## config.mk

```make
export PLATFORM = sky130hd
export DESIGN_NAME = source_tokenizer_top
export DESIGN_NICKNAME = d
export VERILOG_FILES = /design/src/stok_pkg.sv /design/src/source_tokenizer_top.sv
export VERILOG_INCLUDE_DIRS = /design/src /design/src/src
export SDC_FILE = /design/constraint.sdc
export NUM_CORES = 1
export LEC_CHECK = 0
export BUFFER_PORTS_ARGS = -buffer_cell sky130_fd_sc_hd__buf_2
export CORE_UTILIZATION = 56
export DETAILED_ROUTE_END_ITERATION = 16
export GPL_TIMING_DRIVEN = 1
export PLACE_DENSITY = 0.7
export SYNTH_ARGS = -nofsm -noshare
export SYNTH_HDL_FRONTEND = slang
export SYNTH_SLANG_ARGS = --single-unit
```

## constraint.sdc

```tcl
create_clock -name i_clk -period 5.3 [get_ports i_clk]
set_input_delay 0.265 -clock i_clk [delete_from_list [all_inputs] [get_ports i_clk]]
set_output_delay 0.265 -clock i_clk [all_outputs]
set_load 0.005 [all_outputs]
```

## src/source_tokenizer_top_macros.svh

```systemverilog
// Assertion macros for the source tokenizer.
// Used inside modules that have i_clk and the active-low reset i_rst_n.
`ifndef SOURCE_TOKENIZER_TOP_MACROS_SVH
`define SOURCE_TOKENIZER_TOP_MACROS_SVH

// Check a consequence in the same cycle as its condition.
`define ST_ASSERT_NOW(lbl, ante, cons, msg) \
    lbl: assert property (@(posedge i_clk) disable iff (!i_rst_n) \
        (ante) |-> (cons)) else $error(msg);

// Check a consequence in the cycle after its condition.
`define ST_ASSERT_NEXT(lbl, ante, cons, msg) \
    lbl: assert property (@(posedge i_clk) disable iff (!i_rst_n) \
        (ante) |=> (cons)) else $error(msg);

`endif

```

## src/stok_pkg.sv

```systemverilog
// Package for the source tokenizer: scan modes, token kinds, token record,
// character constants, word table and operator lookup functions.
// No dependencies.
package stok_pkg;

    // Default parameter values
    localparam int DEF_POSITION_BITS = 16;
    localparam int DEF_LENGTH_BITS   = 8;

    // Token queue depth (power of two)
    localparam int FIFO_DEPTH = 4;

    // Scan modes
    typedef enum logic [2:0] {
        MODE_IDLE    = 3'd0,
        MODE_IDENT   = 3'd1,
        MODE_NUMBER  = 3'd2,
        MODE_OPER    = 3'd3,
        MODE_COMMENT = 3'd4
    } t_mode;

    // Token kinds
    typedef enum logic [4:0] {
        KIND_IDENT    = 5'd0,
        KIND_KEYWORD  = 5'd1,
        KIND_TYPE     = 5'd2,
        KIND_NUMBER   = 5'd3,
        KIND_LPAREN   = 5'd4,
        KIND_RPAREN   = 5'd5,
        KIND_LBRACE   = 5'd6,
        KIND_RBRACE   = 5'd7,
        KIND_SEMI     = 5'd8,
        KIND_COLON    = 5'd9,
        KIND_COMMA    = 5'd10,
        KIND_PLUS     = 5'd11,
        KIND_MINUS    = 5'd12,
        KIND_ARROW    = 5'd13,
        KIND_STAR     = 5'd14,
        KIND_SLASH    = 5'd15,
        KIND_NOT_EQ   = 5'd16,
        KIND_ASSIGN   = 5'd17,
        KIND_EQ       = 5'd18,
        KIND_LESS     = 5'd19,
        KIND_LESS_EQ  = 5'd20,
        KIND_GREATER  = 5'd21,
        KIND_GREAT_EQ = 5'd22,
        KIND_AND      = 5'd23,
        KIND_OR       = 5'd24,
        KIND_END      = 5'd25
    } t_kind;

    // One token as it leaves the block
    typedef struct packed {
        t_kind       kind;
        logic [3:0]  word_index;
        logic [15:0] line;
        logic [15:0] column;
        logic [7:0]  length;
        logic        last;
    } t_token;

    // Characters
    localparam logic [7:0] CH_NUL     = 8'h00;
    localparam logic [7:0] CH_TAB     = 8'h09;
    localparam logic [7:0] CH_NL      = 8'h0A;
    localparam logic [7:0] CH_CR      = 8'h0D;
    localparam logic [7:0] CH_SPACE   = 8'h20;
    localparam logic [7:0] CH_BANG    = 8'h21;
    localparam logic [7:0] CH_AMP     = 8'h26;
    localparam logic [7:0] CH_LPAREN  = 8'h28;
    localparam logic [7:0] CH_RPAREN  = 8'h29;
    localparam logic [7:0] CH_STAR    = 8'h2A;
    localparam logic [7:0] CH_PLUS    = 8'h2B;
    localparam logic [7:0] CH_COMMA   = 8'h2C;
    localparam logic [7:0] CH_MINUS   = 8'h2D;
    localparam logic [7:0] CH_SLASH   = 8'h2F;
    localparam logic [7:0] CH_ZERO    = 8'h30;
    localparam logic [7:0] CH_NINE    = 8'h39;
    localparam logic [7:0] CH_COLON   = 8'h3A;
    localparam logic [7:0] CH_SEMI    = 8'h3B;
    localparam logic [7:0] CH_LESS    = 8'h3C;
    localparam logic [7:0] CH_EQUAL   = 8'h3D;
    localparam logic [7:0] CH_GREATER = 8'h3E;
    localparam logic [7:0] CH_UNDER   = 8'h5F;
    localparam logic [7:0] CH_LOW_A   = 8'h61;
    localparam logic [7:0] CH_LOW_Z   = 8'h7A;
    localparam logic [7:0] CH_LBRACE  = 8'h7B;
    localparam logic [7:0] CH_PIPE    = 8'h7C;
    localparam logic [7:0] CH_RBRACE  = 8'h7D;
    localparam logic [7:0] CASE_BIT   = 8'h20;

    // Keyword and type-name table; entries from TYPE_FIRST on are type names
    localparam int NUM_WORDS  = 9;
    localparam int TYPE_FIRST = 7;
    localparam int PREFIX_CHARS = 6;

    localparam logic [47:0] WORD_TEXT [NUM_WORDS] = '{
        48'h72_65_74_75_72_6E, // return
        48'h00_00_66_75_6E_63, // func
        48'h00_00_00_00_69_66, // if
        48'h00_00_65_6C_73_65, // else
        48'h00_00_00_66_6F_72, // for
        48'h00_77_68_69_6C_65, // while
        48'h00_00_00_00_69_6E, // in
        48'h00_00_00_69_6E_74, // int
        48'h00_61_72_72_61_79  // array
    };

    localparam logic [2:0] WORD_LEN [NUM_WORDS] = '{
        3'd6, 3'd4, 3'd2, 3'd4, 3'd3, 3'd5, 3'd2, 3'd3, 3'd5
    };

    // Single-character token kind; KIND_IDENT means no such token
    function automatic t_kind f_single_kind(input logic [7:0] c);
        t_kind k;
        unique case (c)
            CH_LPAREN:  k = KIND_LPAREN;
            CH_RPAREN:  k = KIND_RPAREN;
            CH_LBRACE:  k = KIND_LBRACE;
            CH_RBRACE:  k = KIND_RBRACE;
            CH_SEMI:    k = KIND_SEMI;
            CH_COLON:   k = KIND_COLON;
            CH_COMMA:   k = KIND_COMMA;
            CH_PLUS:    k = KIND_PLUS;
            CH_MINUS:   k = KIND_MINUS;
            CH_STAR:    k = KIND_STAR;
            CH_SLASH:   k = KIND_SLASH;
            CH_EQUAL:   k = KIND_ASSIGN;
            CH_LESS:    k = KIND_LESS;
            CH_GREATER: k = KIND_GREATER;
            default:    k = KIND_IDENT;
        endcase
        return k;
    endfunction

    // Two-character operator kind; KIND_IDENT means no such operator
    function automatic t_kind f_pair_kind(input logic [7:0] a, input logic [7:0] b);
        t_kind k;
        k = KIND_IDENT;
        if (a == CH_MINUS && b == CH_GREATER) k = KIND_ARROW;
        if (a == CH_BANG && b == CH_EQUAL) k = KIND_NOT_EQ;
        if (a == CH_EQUAL && b == CH_EQUAL) k = KIND_EQ;
        if (a == CH_LESS && b == CH_EQUAL) k = KIND_LESS_EQ;
        if (a == CH_GREATER && b == CH_EQUAL) k = KIND_GREAT_EQ;
        if (a == CH_AMP && b == CH_AMP) k = KIND_AND;
        if (a == CH_PIPE && b == CH_PIPE) k = KIND_OR;
        return k;
    endfunction

    // Characters that may open a two-character operator or a comment
    function automatic logic f_starts_pair(input logic [7:0] c);
        return c == CH_MINUS || c == CH_BANG || c == CH_EQUAL || c == CH_LESS ||
               c == CH_GREATER || c == CH_AMP || c == CH_PIPE || c == CH_SLASH;
    endfunction

    function automatic logic f_is_alpha(input logic [7:0] c);
        logic [7:0] l;
        l = c | CASE_BIT;
        return l >= CH_LOW_A && l <= CH_LOW_Z;
    endfunction

    function automatic logic f_is_digit(input logic [7:0] c);
        return c >= CH_ZERO && c <= CH_NINE;
    endfunction

    function automatic logic f_is_space(input logic [7:0] c);
        return c == CH_SPACE || (c >= CH_TAB && c <= CH_CR);
    endfunction

endpackage

```

## src/source_tokenizer_top.sv

```systemverilog
// Source tokenizer top level: input register, scanner logic, token queue.
// Depends on stok_pkg and source_tokenizer_top_macros.svh.

// The tokenizer takes one source byte per input transaction (byte 0 ends the
// text and returns the block to its start positions) and delivers one token
// per output transaction. A byte is taken into an input register, scanned
// from there once the queue has room, and its tokens go into the token queue.
// Input is accepted every cycle while the four-entry token queue has two free
// entries. A byte that both ends a word or operator and forms a token of its
// own yields two tokens, and the queue delivers one token per output
// transaction, so such bytes lower the sustained rate below one byte per cycle.
module source_tokenizer_top #(
    parameter int POSITION_BITS = stok_pkg::DEF_POSITION_BITS,
    parameter int LENGTH_BITS   = stok_pkg::DEF_LENGTH_BITS
) (
    input  logic        i_clk,
    input  logic        i_rst_n,
    // source byte channel
    input  logic        i_src_valid,
    output logic        o_src_stall,
    input  logic [7:0]  i_source_byte,
    // token channel
    output logic        o_tok_valid,
    input  logic        i_tok_stall,
    output logic [4:0]  o_token_kind,
    output logic [3:0]  o_word_index,
    output logic [15:0] o_start_line,
    output logic [15:0] o_start_column,
    output logic [7:0]  o_token_length,
    output logic        o_last_of_run
);
    import stok_pkg::*;

    // Counters never exceed the 16-bit and 8-bit output fields
    localparam int PW = (POSITION_BITS < 16) ? POSITION_BITS : 16;
    localparam int LW = (LENGTH_BITS < 8) ? LENGTH_BITS : 8;
    localparam int PTR_BITS = $clog2(FIFO_DEPTH);
    localparam int CNT_BITS = PTR_BITS + 1;

    function automatic logic [PW-1:0] f_pos_inc(input logic [PW-1:0] v);
        return (&v) ? v : v + 1'b1;
    endfunction

    // Input register
    logic       r_in_valid;
    logic [7:0] r_in_byte;

    // Scanner state
    t_mode          r_mode, n_mode;
    logic [7:0]     r_pend, n_pend;
    logic [PW-1:0]  r_line, n_line;
    logic [PW-1:0]  r_col, n_col;
    logic [PW-1:0]  r_sline, n_sline;
    logic [PW-1:0]  r_scol, n_scol;
    logic [LW-1:0]  r_count, n_count;
    logic [47:0]    r_prefix, n_prefix;

    // Token queue
    t_token                r_fifo [FIFO_DEPTH];
    logic [PTR_BITS-1:0]   r_wr_ptr, r_rd_ptr;
    logic [CNT_BITS-1:0]   r_fcount;

    logic       w_process;
    logic       w_pop;
    logic       w_done;
    logic       w_tok0_v, w_tok1_v;
    t_token     w_tok0, w_tok1;
    t_token     w_first;
    logic [1:0] w_push_cnt;
    logic [PW-1:0] w_col1;
    logic       w_word_hit;
    logic [3:0] w_word_idx;
    t_kind      w_pair, w_single;

    // Scan only when the queue can take both tokens of a byte
    assign w_process   = r_in_valid && (r_fcount <= CNT_BITS'(FIFO_DEPTH - 2));
    assign o_src_stall = r_in_valid && !w_process;
    assign w_pop       = o_tok_valid && !i_tok_stall;

    // Hold the byte until it is scanned
    always_ff @(posedge i_clk) begin
        if (!i_rst_n) begin
            r_in_valid <= 1'b0;
        end else if (i_src_valid && !o_src_stall) begin
            r_in_valid <= 1'b1;
        end else if (w_process) begin
            r_in_valid <= 1'b0;
        end
        if (i_src_valid && !o_src_stall) begin
            r_in_byte <= i_source_byte;
        end
    end

    // Match the finished word against the keyword table
    always_comb begin
        w_word_hit = 1'b0;
        w_word_idx = '0;
        for (int i = NUM_WORDS - 1; i >= 0; i--) begin
            if (r_count == LW'(WORD_LEN[i]) && r_prefix == WORD_TEXT[i]) begin
                w_word_hit = 1'b1;
                w_word_idx = 4'(i);
            end
        end
    end

    assign w_pair   = f_pair_kind(r_pend, r_in_byte);
    assign w_single = f_single_kind(r_pend);
    assign w_col1   = (r_in_byte != CH_NUL) ? f_pos_inc(r_col) : r_col;

    // Scan one byte: close the pending token, then handle the byte itself
    always_comb begin
        n_mode   = r_mode;
        n_pend   = r_pend;
        n_line   = r_line;
        n_col    = w_col1;
        n_sline  = r_sline;
        n_scol   = r_scol;
        n_count  = r_count;
        n_prefix = r_prefix;
        w_done   = 1'b0;
        w_tok0_v = 1'b0;
        w_tok1_v = 1'b0;
        w_tok0   = '0;
        w_tok1   = '0;

        unique case (r_mode)
            MODE_IDENT, MODE_NUMBER: begin
                if (f_is_alpha(r_in_byte) || f_is_digit(r_in_byte) ||
                    (r_in_byte == CH_UNDER && r_mode == MODE_IDENT)) begin
                    // extend the word
                    if (r_count < LW'(PREFIX_CHARS + 1)) begin
                        n_prefix = {r_prefix[39:0], r_in_byte};
                    end
                    if (!(&r_count)) begin
                        n_count = r_count + 1'b1;
                    end
                    w_done = 1'b1;
                end else begin
                    // emit the finished word
                    w_tok0_v        = 1'b1;
                    w_tok0.kind     = (r_mode == MODE_NUMBER) ? KIND_NUMBER : KIND_IDENT;
                    if (r_mode == MODE_IDENT && w_word_hit) begin
                        w_tok0.kind       = (w_word_idx < 4'(TYPE_FIRST)) ?
                                            KIND_KEYWORD : KIND_TYPE;
                        w_tok0.word_index = w_word_idx;
                    end
                    w_tok0.line   = 16'(r_sline);
                    w_tok0.column = 16'(r_scol);
                    w_tok0.length = 8'(r_count);
                    n_mode        = MODE_IDLE;
                end
            end
            MODE_OPER: begin
                if (w_pair != KIND_IDENT) begin
                    w_tok0_v      = 1'b1;
                    w_tok0.kind   = w_pair;
                    w_tok0.line   = 16'(r_sline);
                    w_tok0.column = 16'(r_scol);
                    w_tok0.length = 8'd2;
                    n_mode        = MODE_IDLE;
                    w_done        = 1'b1;
                end else if (r_pend == CH_SLASH && r_in_byte == CH_SLASH) begin
                    n_mode = MODE_COMMENT;
                    w_done = 1'b1;
                end else begin
                    // a lone bang, ampersand or pipe is dropped
                    if (w_single != KIND_IDENT) begin
                        w_tok0_v      = 1'b1;
                        w_tok0.kind   = w_single;
                        w_tok0.line   = 16'(r_sline);
                        w_tok0.column = 16'(r_scol);
                        w_tok0.length = 8'd1;
                    end
                    n_mode = MODE_IDLE;
                end
                if (n_mode == MODE_IDLE) begin
                    n_pend = '0;
                end
            end
            MODE_COMMENT: begin
                if (r_in_byte == CH_NL) begin
                    n_line = f_pos_inc(r_line);
                    n_col  = '0;
                    n_mode = MODE_IDLE;
                    w_done = 1'b1;
                end else if (r_in_byte != CH_NUL) begin
                    w_done = 1'b1;
                end else begin
                    n_mode = MODE_IDLE;
                end
            end
            default: begin
                n_mode = MODE_IDLE;
            end
        endcase

        if (!w_done) begin
            priority if (r_in_byte == CH_NUL) begin
                // end token, then back to start positions
                w_tok1_v      = 1'b1;
                w_tok1.kind   = KIND_END;
                w_tok1.line   = 16'(r_line);
                w_tok1.column = 16'(f_pos_inc(r_col));
                w_tok1.length = 8'd1;
                n_mode   = MODE_IDLE;
                n_pend   = '0;
                n_line   = PW'(1);
                n_col    = '0;
                n_sline  = PW'(1);
                n_scol   = '0;
                n_count  = '0;
                n_prefix = '0;
            end else if (r_in_byte == CH_NL) begin
                n_line = f_pos_inc(r_line);
                n_col  = '0;
            end else if (f_is_space(r_in_byte)) begin
                n_mode = n_mode;
            end else if (f_is_alpha(r_in_byte) || r_in_byte == CH_UNDER ||
                         f_is_digit(r_in_byte) || f_starts_pair(r_in_byte)) begin
                // open a word, number or operator
                n_mode   = f_is_digit(r_in_byte) ? MODE_NUMBER :
                           f_starts_pair(r_in_byte) ? MODE_OPER : MODE_IDENT;
                n_sline  = r_line;
                n_scol   = w_col1;
                n_count  = LW'(1);
                n_prefix = {40'd0, r_in_byte};
                n_pend   = f_starts_pair(r_in_byte) ? r_in_byte : 8'd0;
            end else if (f_single_kind(r_in_byte) != KIND_IDENT) begin
                w_tok1_v      = 1'b1;
                w_tok1.kind   = f_single_kind(r_in_byte);
                w_tok1.line   = 16'(r_line);
                w_tok1.column = 16'(w_col1);
                w_tok1.length = 8'd1;
            end else begin
                // unknown byte: skip
                n_mode = n_mode;
            end
        end

        w_tok1.last = 1'b1;
    end

    // Order the tokens of this byte; the last one carries the run mark
    always_comb begin
        w_first      = w_tok0_v ? w_tok0 : w_tok1;
        w_first.last = !(w_tok0_v && w_tok1_v);
        w_push_cnt   = w_process ? (2'(w_tok0_v) + 2'(w_tok1_v)) : 2'd0;
    end

    // Advance scanner state
    always_ff @(posedge i_clk) begin
        if (!i_rst_n) begin
            r_mode   <= MODE_IDLE;
            r_pend   <= '0;
            r_line   <= PW'(1);
            r_col    <= '0;
            r_sline  <= PW'(1);
            r_scol   <= '0;
            r_count  <= '0;
            r_prefix <= '0;
        end else if (w_process) begin
            r_mode   <= n_mode;
            r_pend   <= n_pend;
            r_line   <= n_line;
            r_col    <= n_col;
            r_sline  <= n_sline;
            r_scol   <= n_scol;
            r_count  <= n_count;
            r_prefix <= n_prefix;
        end
    end

    // Token queue: push up to two, pop one
    always_ff @(posedge i_clk) begin
        if (!i_rst_n) begin
            r_wr_ptr <= '0;
            r_rd_ptr <= '0;
            r_fcount <= '0;
        end else begin
            r_wr_ptr <= r_wr_ptr + PTR_BITS'(w_push_cnt);
            r_rd_ptr <= r_rd_ptr + PTR_BITS'(w_pop);
            r_fcount <= r_fcount + CNT_BITS'(w_push_cnt) - CNT_BITS'(w_pop);
        end
        if (w_push_cnt != 2'd0) begin
            r_fifo[r_wr_ptr] <= w_first;
        end
        if (w_push_cnt == 2'd2) begin
            r_fifo[PTR_BITS'(r_wr_ptr + 1'b1)] <= w_tok1;
        end
    end

    // Drive the token channel from the queue head
    assign o_tok_valid    = (r_fcount != '0);
    assign o_token_kind   = r_fifo[r_rd_ptr].kind;
    assign o_word_index   = r_fifo[r_rd_ptr].word_index;
    assign o_start_line   = r_fifo[r_rd_ptr].line;
    assign o_start_column = r_fifo[r_rd_ptr].column;
    assign o_token_length = r_fifo[r_rd_ptr].length;
    assign o_last_of_run  = r_fifo[r_rd_ptr].last;

    `include "source_tokenizer_top_macros.svh"

    // Queue never holds more than its depth
    `ST_ASSERT_NOW(a_fifo_bound, 1'b1, r_fcount <= CNT_BITS'(FIFO_DEPTH), "token queue overflow")
    // Fill count follows pushes and pops
    `ST_ASSERT_NEXT(a_fifo_count, 1'b1, r_fcount == CNT_BITS'($past(r_fcount) + CNT_BITS'($past(w_push_cnt)) - CNT_BITS'($past(w_pop))), "token queue count mismatch")
    // Two tokens from one byte: only the second closes the run
    `ST_ASSERT_NOW(a_run_mark, w_push_cnt == 2'd2, !w_first.last && w_tok1.last, "run mark misplaced")
    // End of text returns the scanner to its start positions
    `ST_ASSERT_NEXT(a_end_reset, w_process && r_in_byte == CH_NUL, r_line == PW'(1) && r_col == '0 && r_mode == MODE_IDLE, "scanner not reset after end of text")
    // Every delivered token starts at line and column one or later
    `ST_ASSERT_NOW(a_start_pos, o_tok_valid, o_start_line != 16'd0 && o_start_column != 16'd0, "token start position zero")

endmodule

```

==> impl_metrics.sql <==
INSERT INTO impl_metrics (metric_group, metric, value, unit) VALUES
('status', 'result_of_the_run', 'complete, no violations', ''),
('critical_path', 'path_cells', 'or4_1, a32oi_1, and3_1, a31oi_4, inv_1, ha_1, o21ai_1, nor3_1, buf_4, nor2_1, clkinv_1, buf_4', ''),
('sta', 'totalNegativeSetupSlack', '0', 'ns'),
('clock_network', 'clk_pin_slew', '0.06', 'ns'),
('sta', 'timing.final.max_slew_violations', '0', ''),
('critical_path', 'worstPathMaxFanout', '37', ''),
('placed_design', 'gp_routability_congestion', '0.947', ''),
('floorplanning', 'die_h', '178', 'µm'),
('floorplanning', 'die_w', '178', 'µm'),
('run', 'maxCapViolCount', '0', ''),
('grt', 'top_usage_layer', 'met2', ''),
('power', 'clockPowerShare', '38.0', '%'),
('critical_path', 'critPathArrivalTime', '5.23', 'ns'),
('grt', 'global_route.usage.met1', '39.9', '%'),
('power', 'p_sw_share', '26.7', '%'),
('floorplanning', 'coreArea', '0.0306', 'mm²'),
('synthesis', 'postSynthCellCount', '1573', ''),
('synthesis', 'yosysTopAreaCellShare', '27.6', '%'),
('clock_network', 'clock_path_buffers', '3', ''),
('critical_path', 'worst_setup_path_end_kind', 'flip-flop', ''),
('grt', 'total_grt_usage', '30.2', '%'),
('final_layout', 'antenna_cells', '0', ''),
('clock_network', 'tritoncts', 'done', ''),
('sta', 'final-hold-violation-count', '0', ''),
('drt', 'antenna_left', '0', ''),
('drt', 'firstDrtPassIters', '5', ''),
('sta', 'layout_min_cycle_time', '5.02', 'ns'),
('critical_path', 'cp.buffers_inverters', '4', ''),
('critical_path', 'cp_slowest_cell', 'sky130_fd_sc_hd__nor2_1', ''),
('critical_path', 'worst_setup_path_start_kind', 'flip-flop', ''),
('drt', 'vias_per_cell', '6.70', ''),
('synthesis', 'synthesis.area', '0.0174', 'mm²'),
('grt', 'grt_pass1_vias', '13100', ''),
('drt', 'drc', '0', ''),
('hold_path', 'hold_path_class', 'in2reg', ''),
('critical_path', 'required', '5.51', 'ns'),
('sta', 'setup-violations-final', '0', ''),
('sta', 'grt_setup_unrepaired', 'false', ''),
('power', 'seqPwrFrac', '46.1', '%'),
('clock_network', 'cts_num_sinks', '347', ''),
('critical_path', 'critical_path.most_common_cell', 'sky130_fd_sc_hd__buf_4', ''),
('power', 'finalPower', '6.46', 'mW'),
('floorplanning', 'dieArea', '0.0317', 'mm²'),
('sta', 'max_clock_freq', '199', 'MHz'),
('synthesis', 'yosys.area.top_type', 'sky130_fd_sc_hd__edfxtp_1', ''),
('placed_design', 'dp.final_hpwl', '31.5', 'mm'),
('floorplanning', 'pin_count', '64', ''),
('floorplanning', 'rows', '64', ''),
('power', 'pwr_density_cell', '336', 'mW/mm²'),
('synthesis', 'synth-main-ff-cell', 'sky130_fd_sc_hd__dfxtp_1', ''),
('final_layout', 'fraction_of_layout_cells_with_a_size_suffix_above_1', '16.5', '%'),
('final_layout', 'layout.nets', '1622', ''),
('floorplanning', 'start_util', '56.8', '%'),
('grt', 'maximum_number_of_pins_on_one_net_before_global_route_repair', '52', ''),
('grt', 'met2_usage', '49.3', '%'),
('clock_network', 'cts-buffers-inserted', '37', ''),
('grt', 'grt_antenna_before_repair', '0', ''),
('synthesis', 'synthesis.yosys.warnings', '0', ''),
('sta', 'maxSlewHeadroom', '18.6', '%'),
('grt', 'wire_length_of_the_first_global_routing_pass', '73.5', 'mm'),
('grt', 'gr-total-overflow', '0', ''),
('drt', 'detail_route.wirelength', '48.0', 'mm'),
('critical_path', 'critPathKind', 'reg2reg', ''),
('synthesis', 'post_synth_edffs', '160', ''),
('drt', 'vias', '13500', ''),
('synthesis', 'synth.area.top_cells', 'sky130_fd_sc_hd__edfxtp_1, sky130_fd_sc_hd__dfxtp_1, sky130_fd_sc_hd__a22o_1', ''),
('clock_network', 'ctsHtreeMaxLevel', '2', ''),
('critical_path', 'crit_family', 'simple AND/OR/NAND/NOR gates', ''),
('synthesis', 'postSynth.asyncResetShare', '0', '%'),
('power', 'switchingPower', '1.73', 'mW'),
('clock_network', 'clk_latency', '0.54', 'ns');
## flip-flops by register name (all words and copies together) (netlist names), named ones only
signal      flops
r_mode          3
r_fifo        200
r_rd_ptr        2
r_wr_ptr        2
r_in_byte       8
r_col          16
r_line          1
r_sline        16
r_in_valid      1
r_fcount        3
r_scol         16
r_prefix       48
r_count         8
r_pend          8
## area by class of cell
| class | count | area (µm²) | share of cell area (%) |
|---|---|---|---|
| flip-flops and latches | 347 | 8550 | 44.5 |
| multi-input cells | 1069 | 8180 | 42.5 |
| clock buffers | 54 | 1060 | 5.52 |
| repair buffers | 115 | 753 | 3.92 |
| well taps | 396 | 495 | 2.58 |
| inverters | 27 | 101 | 0.527 |
| clock inverters | 14 | 97.6 | 0.507 |
## final timing paths
path                                      to  slack [ns]                       start  cells past startpoint
setup reg to reg     r_fifo[0][19]$_DFFE_PP_        0.28      r_in_byte[1]$_DFFE_PP_                     12
hold / removal        r_line[0]$_SDFFE_PN1P_        0.20                     i_rst_n                      3
hold reg to reg   r_fifo[1][44]$_SDFFE_PP0N_        0.46  r_fifo[1][44]$_SDFFE_PP0N_                      2
setup / recovery     r_fifo[0][19]$_DFFE_PP_        0.28      r_in_byte[1]$_DFFE_PP_                     12
## power groups by stage
| stage | Clock (mW) | Combinational [mW] | Sequential (mW) |
|---|---|---|---|
| 3_5_place_dp | 0 | 1.01 | 3.04 |
| 2_1_floorplan | 0 | 0.737 | 2.94 |
| 3_3_place_gp | 0 | 1.01 | 3.03 |
| 4_1_cts | 2.49 | 1.02 | 2.98 |
| 5_1_grt | 2.61 | 1.11 | 2.99 |
| 6_report | 2.46 | 1.02 | 2.98 |
## stage by stage
stage	area (µm²)	utilization, %	hold WS (ns)	cells	setup slack (ns)
after global routing	19200	62.9	0.203	2022	0.0385
after global placement	18000	58.8	0.438	1945	0.391
after detailed placement	18000	58.8	0.443	1945	0.265
after floorplan	17400	-	0.364	1573	0.797
final	19200	62.9	0.203	2022	0.279
after CTS	19200	62.9	0.182	2022	0.271
## kinds of logic (layout without fill, tap and decap cells)
family,Yosys count,in the layout,share of synthesized area (%)
flops,347,347,49.2
xor+xnor,22,22,1.11
mux,96,96,9.13
compound gates,436,436,20.0
fa+ha+maj,15,15,1.09
simple gates,500,500,15.6
buf+inv,157,210,3.87
## cell usage after synthesis (all sizes together), types with 14 or more instances
cell	instances
a31oi	17
nor2	152
xnor2	20
dfxtp	187
mux4	50
nand2b	14
buf	59
nand4	29
a21oi	41
nor3	26
nand3	53
nor2b	18
o21ai	55
nand2	81
clkbuf	71
mux2i	45
edfxtp	160
inv	27
o22ai	23
a32o	25
o2bb2ai	19
a22o	172
nor4	21
## worst reg2reg max path, delay by kind of cell, from the launching register on
family	cells	cell delay [ns]
AOI/OAI and AO/OA	3	1.04
DFF	1	0.65
and+or+nand+nor	4	1.78
adders and majority gates	1	0.24
buffers and inverters	4	0.96
## cell usage in the layout, fill, tap and decap left out, types with 22 or more instances in the layout
cell / synthesis / layout
sky130_fd_sc_hd__o22ai_1: 22 / 22
sky130_fd_sc_hd__nor3_1: 24 / 24
sky130_fd_sc_hd__mux4_2: 50 / 50
sky130_fd_sc_hd__mux2i_1: 45 / 45
sky130_fd_sc_hd__a21oi_1: 41 / 40
sky130_fd_sc_hd__clkbuf_16: 0 / 38
sky130_fd_sc_hd__edfxtp_1: 160 / 160
sky130_fd_sc_hd__a22o_1: 172 / 172
sky130_fd_sc_hd__a32o_1: 25 / 25
sky130_fd_sc_hd__nand2_1: 81 / 80
sky130_fd_sc_hd__dfxtp_1: 187 / 185
sky130_fd_sc_hd__nand3_1: 53 / 53
sky130_fd_sc_hd__nor2_1: 143 / 142
sky130_fd_sc_hd__nand4_1: 29 / 29
sky130_fd_sc_hd__o21ai_0: 51 / 51
sky130_fd_sc_hd__buf_4: 5 / 41
sky130_fd_sc_hd__buf_2: 40 / 63
## routing by layer
metal	share of wire (%)	wire (µm)
met1	41	19900
met2	47	22600
met3	8.0	3840
met4	3.4	1650
met5	0	0
## repair_timing
item,4_1_cts,5_1_grt
hold endpoints to repair,9,0
gates resized for setup,0,1
setup endpoints to repair,0,34
hold buffers,9,0
(Power assumes the default switching activity.)
